**src/hw/rtl/mep_pkg.sv**
```systemverilog
// Shared constants and types of the Mandelbrot escape-time pixel block.
package mep_pkg;

  localparam int MAX_DIMENSION = 4096;
  localparam int COUNT_BITS    = 16;
  localparam int FRACTION_BITS = 28;

  localparam int PIX_BITS   = $clog2(MAX_DIMENSION);
  localparam int DIM_BITS   = PIX_BITS + 1;
  localparam int COORD_BITS = FRACTION_BITS + 4;
  localparam int MAG_BITS   = FRACTION_BITS + 1;
  localparam int PROD_BITS  = 2 * MAG_BITS;
  localparam int DVD_BITS   = PIX_BITS + 1 + FRACTION_BITS;
  localparam int DCNT_BITS  = $clog2(DVD_BITS);

  localparam int CFG_IDX_BITS  = 2;
  localparam int CFG_DATA_BITS = 16;
  localparam int IN_DATA_BITS  = 24;
  localparam int OUT_DATA_BITS = 16;

  localparam logic [DIM_BITS-1:0]   HEIGHT_RESET = DIM_BITS'(512);
  localparam logic [DIM_BITS-1:0]   WIDTH_RESET  = DIM_BITS'(512);
  localparam logic [COUNT_BITS-1:0] LIMIT_RESET  = COUNT_BITS'(256);

  localparam logic [DIM_BITS-1:0] DIM_MAX = DIM_BITS'(MAX_DIMENSION);
  localparam logic [DIM_BITS-1:0] DIM_ONE = DIM_BITS'(1);

  localparam logic [COORD_BITS-1:0] RE_OFFSET = COORD_BITS'(3) << (FRACTION_BITS - 1);
  localparam logic [COORD_BITS-1:0] IM_OFFSET = COORD_BITS'(1) << FRACTION_BITS;

  localparam logic [COORD_BITS-1:0] Q_MAX = {1'b0, {(COORD_BITS-1){1'b1}}};
  localparam logic [COORD_BITS-1:0] Q_MIN = {1'b1, {(COORD_BITS-1){1'b0}}};

  localparam logic [DCNT_BITS-1:0] DIV_LAST = DCNT_BITS'(DVD_BITS - 1);

  typedef enum logic [CFG_IDX_BITS-1:0] {
    CFG_HEIGHT   = 2'd0,
    CFG_WIDTH    = 2'd1,
    CFG_MAX_ITER = 2'd2
  } cfg_reg_e;

  typedef enum logic [2:0] {
    ST_IDLE,
    ST_DIV,
    ST_MAP,
    ST_SQR,
    ST_SQI,
    ST_MXY,
    ST_UPD,
    ST_DONE
  } state_e;

endpackage

```
**src/hw/rtl/mandelbrot_escape_pixel.sv**
```systemverilog
// Mandelbrot escape-time pixel: maps a pixel to a point and counts iterations.
// The two coordinates come from a one-bit-per-cycle divider.
// Each iteration runs through the states SQR, SQI, MXY and UPD on one shared 29 x 29 multiplier.
// One pixel at a time; the next input word can be taken in the cycle after the result loads.
// rst_ni clears control state and restores height 512, width 512, limit 256.
module mandelbrot_escape_pixel (
  input  logic                                clk_i,
  input  logic                                rst_ni,
  input  logic                                cfg_valid_i,
  output logic                                cfg_ready_o,
  input  logic [mep_pkg::CFG_IDX_BITS-1:0]    cfg_index_i,
  input  logic [mep_pkg::CFG_DATA_BITS-1:0]   cfg_data_i,
  input  logic                                s_axis_tvalid,
  output logic                                s_axis_tready,
  // pixel_row [11:0], pixel_column [23:12]
  input  logic [mep_pkg::IN_DATA_BITS-1:0]    s_axis_tdata,
  output logic                                m_axis_tvalid,
  input  logic                                m_axis_tready,
  // iteration_count [15:0]
  output logic [mep_pkg::OUT_DATA_BITS-1:0]   m_axis_tdata,
  // in_set [0]
  output logic                                m_axis_tuser
);
  import mep_pkg::*;

  state_e state_q, state_d;

  logic [DIM_BITS-1:0]   height_q, width_q;
  logic [COUNT_BITS-1:0] limit_q;

  logic [PIX_BITS-1:0]   row_q;
  logic                  sel_im_q;
  logic [DVD_BITS-1:0]   dvd_q;
  logic [DIM_BITS-1:0]   rem_q;
  logic [COORD_BITS-1:0] quo_q;
  logic                  ovf_q;
  logic [DCNT_BITS-1:0]  dcnt_q;

  logic signed [COORD_BITS-1:0] cre_q, cim_q, zr_q, zi_q;
  logic [PROD_BITS-1:0]         sr_q, si_q, pr_q;
  logic signed [COORD_BITS-2:0] x_q;
  logic                         neg_q;
  logic [COUNT_BITS-1:0]        n_q;

  logic                  m_valid_q;
  logic [COUNT_BITS-1:0] out_count_q;
  logic                  out_set_q;

  logic                  in_acc, out_free;
  logic [DIM_BITS-1:0]   height_eff, width_eff, div_d;
  logic [DIM_BITS:0]     trial;
  logic                  q_bit;
  logic [DIM_BITS-1:0]   rem_next;
  logic [COORD_BITS:0]   map_diff;
  logic [COORD_BITS-1:0] map_val;
  logic [COORD_BITS-1:0] ar, ai;
  logic                  too_big;
  logic [MAG_BITS-1:0]   mul_a, mul_b;
  logic [PROD_BITS-1:0]  prod;
  logic [PROD_BITS:0]    sq_sum;
  logic                  escaped;
  logic [COUNT_BITS-1:0] n_inc;
  logic                  at_limit;
  logic signed [PROD_BITS:0]    sq_diff, pr_signed;
  logic signed [COORD_BITS-1:0] y_val;
  logic signed [COORD_BITS:0]   re_sum, im_sum;
  logic [COORD_BITS-1:0]        re_sat, im_sat;

  function automatic logic [COORD_BITS-1:0] sat_coord(input logic [COORD_BITS:0] s);
    logic [COORD_BITS-1:0] r;
    if (s[COORD_BITS] != s[COORD_BITS-1]) begin
      r = s[COORD_BITS] ? Q_MIN : Q_MAX;
    end else begin
      r = s[COORD_BITS-1:0];
    end
    return r;
  endfunction

  function automatic logic [DIM_BITS-1:0] clamp_dim(input logic [DIM_BITS-1:0] v);
    logic [DIM_BITS-1:0] r;
    if (v == '0) begin
      r = DIM_ONE;
    end else if (v > DIM_MAX) begin
      r = DIM_MAX;
    end else begin
      r = v;
    end
    return r;
  endfunction

  assign cfg_ready_o   = 1'b1;
  assign s_axis_tready = (state_q == ST_IDLE);
  assign in_acc        = s_axis_tvalid && s_axis_tready;
  assign out_free      = !m_valid_q || m_axis_tready;

  assign m_axis_tvalid = m_valid_q;
  assign m_axis_tdata  = out_count_q;
  assign m_axis_tuser  = out_set_q;

  // Divider: restoring long division, one quotient bit per cycle.
  assign height_eff = clamp_dim(height_q);
  assign width_eff  = clamp_dim(width_q);
  assign div_d      = sel_im_q ? height_eff : width_eff;
  assign trial      = {rem_q, dvd_q[DVD_BITS-1]};
  assign q_bit      = (trial >= {1'b0, div_d});
  assign rem_next   = q_bit ? DIM_BITS'(trial - {1'b0, div_d}) : DIM_BITS'(trial);

  assign map_diff = {1'b0, quo_q} - {1'b0, (sel_im_q ? IM_OFFSET : RE_OFFSET)};
  assign map_val  = (ovf_q || (!map_diff[COORD_BITS] && map_diff[COORD_BITS-1])) ?
                    Q_MAX : map_diff[COORD_BITS-1:0];

  // Iteration datapath around the shared multiplier.
  assign ar      = zr_q[COORD_BITS-1] ? COORD_BITS'(-zr_q) : COORD_BITS'(zr_q);
  assign ai      = zi_q[COORD_BITS-1] ? COORD_BITS'(-zi_q) : COORD_BITS'(zi_q);
  assign too_big = (ar[COORD_BITS-1:MAG_BITS] != '0) || (ai[COORD_BITS-1:MAG_BITS] != '0);

  always_comb begin
    unique case (state_q)
      ST_SQR:  begin mul_a = ar[MAG_BITS-1:0]; mul_b = ar[MAG_BITS-1:0]; end
      ST_SQI:  begin mul_a = ai[MAG_BITS-1:0]; mul_b = ai[MAG_BITS-1:0]; end
      default: begin mul_a = ar[MAG_BITS-1:0]; mul_b = ai[MAG_BITS-1:0]; end
    endcase
  end

  assign prod     = mul_a * mul_b;
  assign sq_sum   = {1'b0, sr_q} + {1'b0, si_q};
  assign escaped  = sq_sum[PROD_BITS];
  assign n_inc    = n_q + COUNT_BITS'(1);
  assign at_limit = !(n_inc < limit_q);
  assign sq_diff  = $signed({1'b0, sr_q}) - $signed({1'b0, si_q});

  assign pr_signed = neg_q ? -$signed({1'b0, pr_q}) : $signed({1'b0, pr_q});
  assign y_val     = pr_signed[PROD_BITS:FRACTION_BITS-1];
  assign re_sum    = {{2{x_q[COORD_BITS-2]}}, x_q} + {cre_q[COORD_BITS-1], cre_q};
  assign im_sum    = {y_val[COORD_BITS-1], y_val} + {cim_q[COORD_BITS-1], cim_q};
  assign re_sat    = sat_coord(re_sum);
  assign im_sat    = sat_coord(im_sum);

  always_comb begin
    state_d = state_q;
    unique case (state_q)
      ST_IDLE: if (in_acc) state_d = ST_DIV;
      ST_DIV:  if (dcnt_q == DIV_LAST) state_d = ST_MAP;
      ST_MAP:  state_d = sel_im_q ? ST_SQR : ST_DIV;
      ST_SQR:  state_d = too_big ? ST_DONE : ST_SQI;
      ST_SQI:  state_d = ST_MXY;
      ST_MXY:  state_d = (escaped || at_limit) ? ST_DONE : ST_UPD;
      ST_UPD:  state_d = ST_SQR;
      ST_DONE: if (out_free) state_d = ST_IDLE;
      default: state_d = ST_IDLE;
    endcase
  end

  always_ff @(posedge clk_i or negedge rst_ni) begin
    if (!rst_ni) begin
      state_q   <= ST_IDLE;
      height_q  <= HEIGHT_RESET;
      width_q   <= WIDTH_RESET;
      limit_q   <= LIMIT_RESET;
      m_valid_q <= 1'b0;
    end else begin
      state_q <= state_d;
      if (cfg_valid_i) begin
        unique case (cfg_index_i)
          CFG_HEIGHT:   height_q <= cfg_data_i[DIM_BITS-1:0];
          CFG_WIDTH:    width_q  <= cfg_data_i[DIM_BITS-1:0];
          CFG_MAX_ITER: limit_q  <= cfg_data_i[COUNT_BITS-1:0];
          default:      ;
        endcase
      end
      if (state_q == ST_DONE && out_free) begin
        m_valid_q <= 1'b1;
      end else if (m_axis_tready) begin
        m_valid_q <= 1'b0;
      end
    end
  end

  always_ff @(posedge clk_i) begin
    unique case (state_q)
      ST_IDLE: begin
        row_q    <= s_axis_tdata[PIX_BITS-1:0];
        sel_im_q <= 1'b0;
        dvd_q    <= {s_axis_tdata[2*PIX_BITS-1:PIX_BITS], 1'b0, FRACTION_BITS'(0)};
        rem_q    <= '0;
        quo_q    <= '0;
        ovf_q    <= 1'b0;
        dcnt_q   <= '0;
      end
      ST_DIV: begin
        dvd_q  <= {dvd_q[DVD_BITS-2:0], 1'b0};
        rem_q  <= rem_next;
        quo_q  <= {quo_q[COORD_BITS-2:0], q_bit};
        ovf_q  <= ovf_q | quo_q[COORD_BITS-1];
        dcnt_q <= dcnt_q + DCNT_BITS'(1);
      end
      ST_MAP: begin
        if (sel_im_q) begin
          cim_q <= map_val;
        end else begin
          cre_q <= map_val;
        end
        sel_im_q <= 1'b1;
        dvd_q    <= {row_q, 1'b0, FRACTION_BITS'(0)};
        rem_q    <= '0;
        quo_q    <= '0;
        ovf_q    <= 1'b0;
        dcnt_q   <= '0;
        zr_q     <= '0;
        zi_q     <= '0;
        n_q      <= '0;
      end
      ST_SQR: sr_q <= prod;
      ST_SQI: si_q <= prod;
      ST_MXY: begin
        pr_q  <= prod;
        x_q   <= sq_diff[PROD_BITS:FRACTION_BITS];
        neg_q <= zr_q[COORD_BITS-1] ^ zi_q[COORD_BITS-1];
        if (!escaped) n_q <= n_inc;
      end
      ST_UPD: begin
        zr_q <= re_sat;
        zi_q <= im_sat;
      end
      ST_DONE: begin
        if (out_free) begin
          out_count_q <= n_q;
          out_set_q   <= (n_q == limit_q);
        end
      end
      default: ;
    endcase
  end

endmodule

```
**config.mk**
```make
export PLATFORM = sky130hd
export DESIGN_NAME = mandelbrot_escape_pixel
export DESIGN_NICKNAME = d
export VERILOG_FILES = /design/src/hw/rtl/mep_pkg.sv /design/src/hw/rtl/mandelbrot_escape_pixel.sv
export SDC_FILE = /design/constraint.sdc
export NUM_CORES = 2
export LEC_CHECK = 0
export ABC_AREA = 1
export BUFFER_PORTS_ARGS = -buffer_cell sky130_fd_sc_hd__clkbuf_2
export CAP_MARGIN = 30
export CORE_AREA = 2 2 318 320
export DETAILED_ROUTE_END_ITERATION = 10
export DIE_AREA = 0 0 320 322
export HOLD_SLACK_MARGIN = 0.15
export PLACE_DENSITY = 0.76
export SYNTH_ARGS = -nofsm -noshare
export SYNTH_HDL_FRONTEND = slang
export SYNTH_SLANG_ARGS = --single-unit
```
**constraint.sdc**
```tcl
create_clock -name clk_i -period 29.5 [get_ports clk_i]
set_input_delay 1.475 -clock clk_i [delete_from_list [all_inputs] [get_ports clk_i]]
set_output_delay 1.475 -clock clk_i [all_outputs]
set_load 0.1 [all_outputs]
```
==> summary.txt <==
Final min period = 11.44 ns
TritonCTS clock tree = yes
clk buf depth = 3
drt drc = 0
crit end category = flop
CP arrival = 11.78 ns
Antenna Nets Post-Route = 0
Fin. Hold Viols = 0
cell area after synthesis = 0.0593 mm^2
worst endpoint required time = 29.85 ns
H-tree depth = 2
Gates resized, CTS repair = 0
largest net degree at the start of global routing = 70
critical path's slowest cell = clkinv_1
Hold/Removal Path Class = reg2reg
slew of the pin with the lowest slew margin = 1.02 ns
Die Y = 322 um
GPL Wtd Cong = 1.04
Root Driver = clkbuf_16
CP Class = reg2reg
cts hold-fix bufs = 0
DP HPWL = 163000 um
MaxCap Viol Count = 0
RSZ-0062 raised after global routing = no
Starting Density = 59.6%
initial antenna violation count = 4
first-pass GRT wire length = 304000 um
DR vias = 49700
Yosys warnings = 0
Final WS setup = 18.06 ns
# IOs = 67
clk_lat worst skew = 0.64 ns
GRT Util Overall = 39.8%
DRT iter0 DRCs = 5121
Bufs and invs on worst path = 9
area of the core = 0.0996 mm^2
status = finished clean
most frequent CP cell = fa_1
relative slew slack = 31.9%
Achievable Freq = 87.4 MHz
Clock Sinks = 490
wire per inst = 23.5 um
fin util = 63.1%
Row Count = 116
Top FF cell, synth = edfxtp_1
First-pass DRT Iterations = 9
max-slew violations = 0
post-synthesis cell type count = 64
NumNets Final = 8438
ys async rst share = 9.39%
Setup TNS = 0 ns
Die Area = 0.103 mm^2
Area growth syn-to-layout = 5.87%
# setup viols final = 0
cells after synthesis = 7188
Seq/Total Area, Yosys = 24.4%
EDFF count, synth = 444
Inserted Clock Buffers = 54
DIE WIDTH = 320 um
vias in the first global route = 49900
gr ovfl total = 0
#FFs+latches synth = 490
Final Hold Slack = 0.497 ns
Largest stage delay, worst path = 0.91 ns
Total Wirelength = 201000 um
postcts setup bufs = 0
clock-pin slew on the worst setup and hold paths = 0.06 ns
Critical Path Start Type = flop
PortBufs = 65
pre-CTS WS = 18.27 ns
syn avg cell area = 8.25 um^2
clock skew = 0.0232 ns
layout cells sized above 1 = 5.55%
Avg Vias per Cell = 5.81
Syn Nets = 8422
crit share post-route = 38.8%
Crit path max-delay family = adder cells
Fillers = 8712
worst-path maximum fanout = 46
[kinds of logic after synthesis]
group / synth area share [%]
and+or+nand+nor: 19.7
AOI/OAI and AO/OA: 7.65
xor gates and xnor gates: 3.15
DFF: 24.4
buffers and inverters: 10.9
other: 0.00632
adders and majority gates: 34.2
[registers in the layout, indices dropped and copies added (netlist names), 31 cells and up]
register  flops
quo_q        32
cre_q        32
zi_q         32
zr_q         32
si_q         58
pr_q         58
x_q          31
cim_q        32
sr_q         58
[cells in the final DEF, fill, tap and decap left out, drive strengths merged, types with 53 or more instances in the layout]
cell type  instances
inv             1484
nand2           1451
nor2             993
fa               727
ha               460
edfxtp           444
o21ai            314
a21oi            296
nand3            238
xor2             159
clkbuf           131
buf               70
xnor2             53
nor3              53
[routing by layer]
metal / wire length [um] / vias to the layer above / global-route usage [%]
met1: 78900 / 24000 / 53.6
met2: 84400 / 2802 / 58.4
met5: 63 / - / 0.378
met4: 12900 / 4 / 20.8
li1: - / 22300 / -
met3: 24400 / 583 / 11.6
[cell usage after synthesis (53+ instances only)]
cell type | number | area (um^2)
nand3_1 | 229 | 1150
buf_2 | 97 | 485
edfxtp_1 | 444 | 13300
nor2_1 | 960 | 3600
xnor2_1 | 53 | 464
inv_1 | 1432 | 5380
fa_1 | 727 | 14600
ha_1 | 460 | 5760
xor2_1 | 157 | 1380
o21ai_0 | 260 | 1300
a21oi_1 | 296 | 1480
nand2_1 | 1423 | 5340
[path summary, 6_finish.rpt]
check | startpoint | end | slack [ns] | depth (start not counted)
worst max-delay path | state_q[0]$_DFFE_PN0P_ | pr_q[38]$_DFFE_PP_ | 18.06 | 31
worst max register to register | state_q[0]$_DFFE_PN0P_ | pr_q[38]$_DFFE_PP_ | 18.06 | 31
worst min-delay path | n_q[3]$_SDFFCE_PN0P_ | m_axis_tdata[3]$_DFFE_PP_ | 0.50 | 0
max in group asynchronous | rst_ni | state_q[0]$_DFFE_PN0P_ | 28.15 | 2
worst min register to register | n_q[3]$_SDFFCE_PN0P_ | m_axis_tdata[3]$_DFFE_PP_ | 0.50 | 0
min in group asynchronous | rst_ni | width_q[5]$_DFFE_PN0P_ | 0.95 | 2
[through the flow]
step,instance area [um^2],instances
floorplan,59300,7188
global placement,60900,8438
CTS,62800,8545
detailed placement,61000,8444
global route,62800,8547
finish,62800,8552
[area by class of cell]
| cell class | instances | area, um^2 | area share, % |
|---|---|---|---|
| Clock buffer | 66 | 1420 | 2.25 |
| Sequential cell | 490 | 14500 | 23.1 |
| Clock inverter | 35 | 294 | 0.468 |
| Multi-Input combinational cell | 5045 | 38500 | 61.2 |
| Timing Repair Buffer | 135 | 963 | 1.53 |
| Inverter | 1478 | 5550 | 8.84 |
| Tap cell | 1298 | 1620 | 2.59 |
| Antenna cell | 5 | 12.5 | 0.0199 |
Power is not shown: default switching activity piles up to over one toggle a cycle in this logic, so the estimate is an artifact.
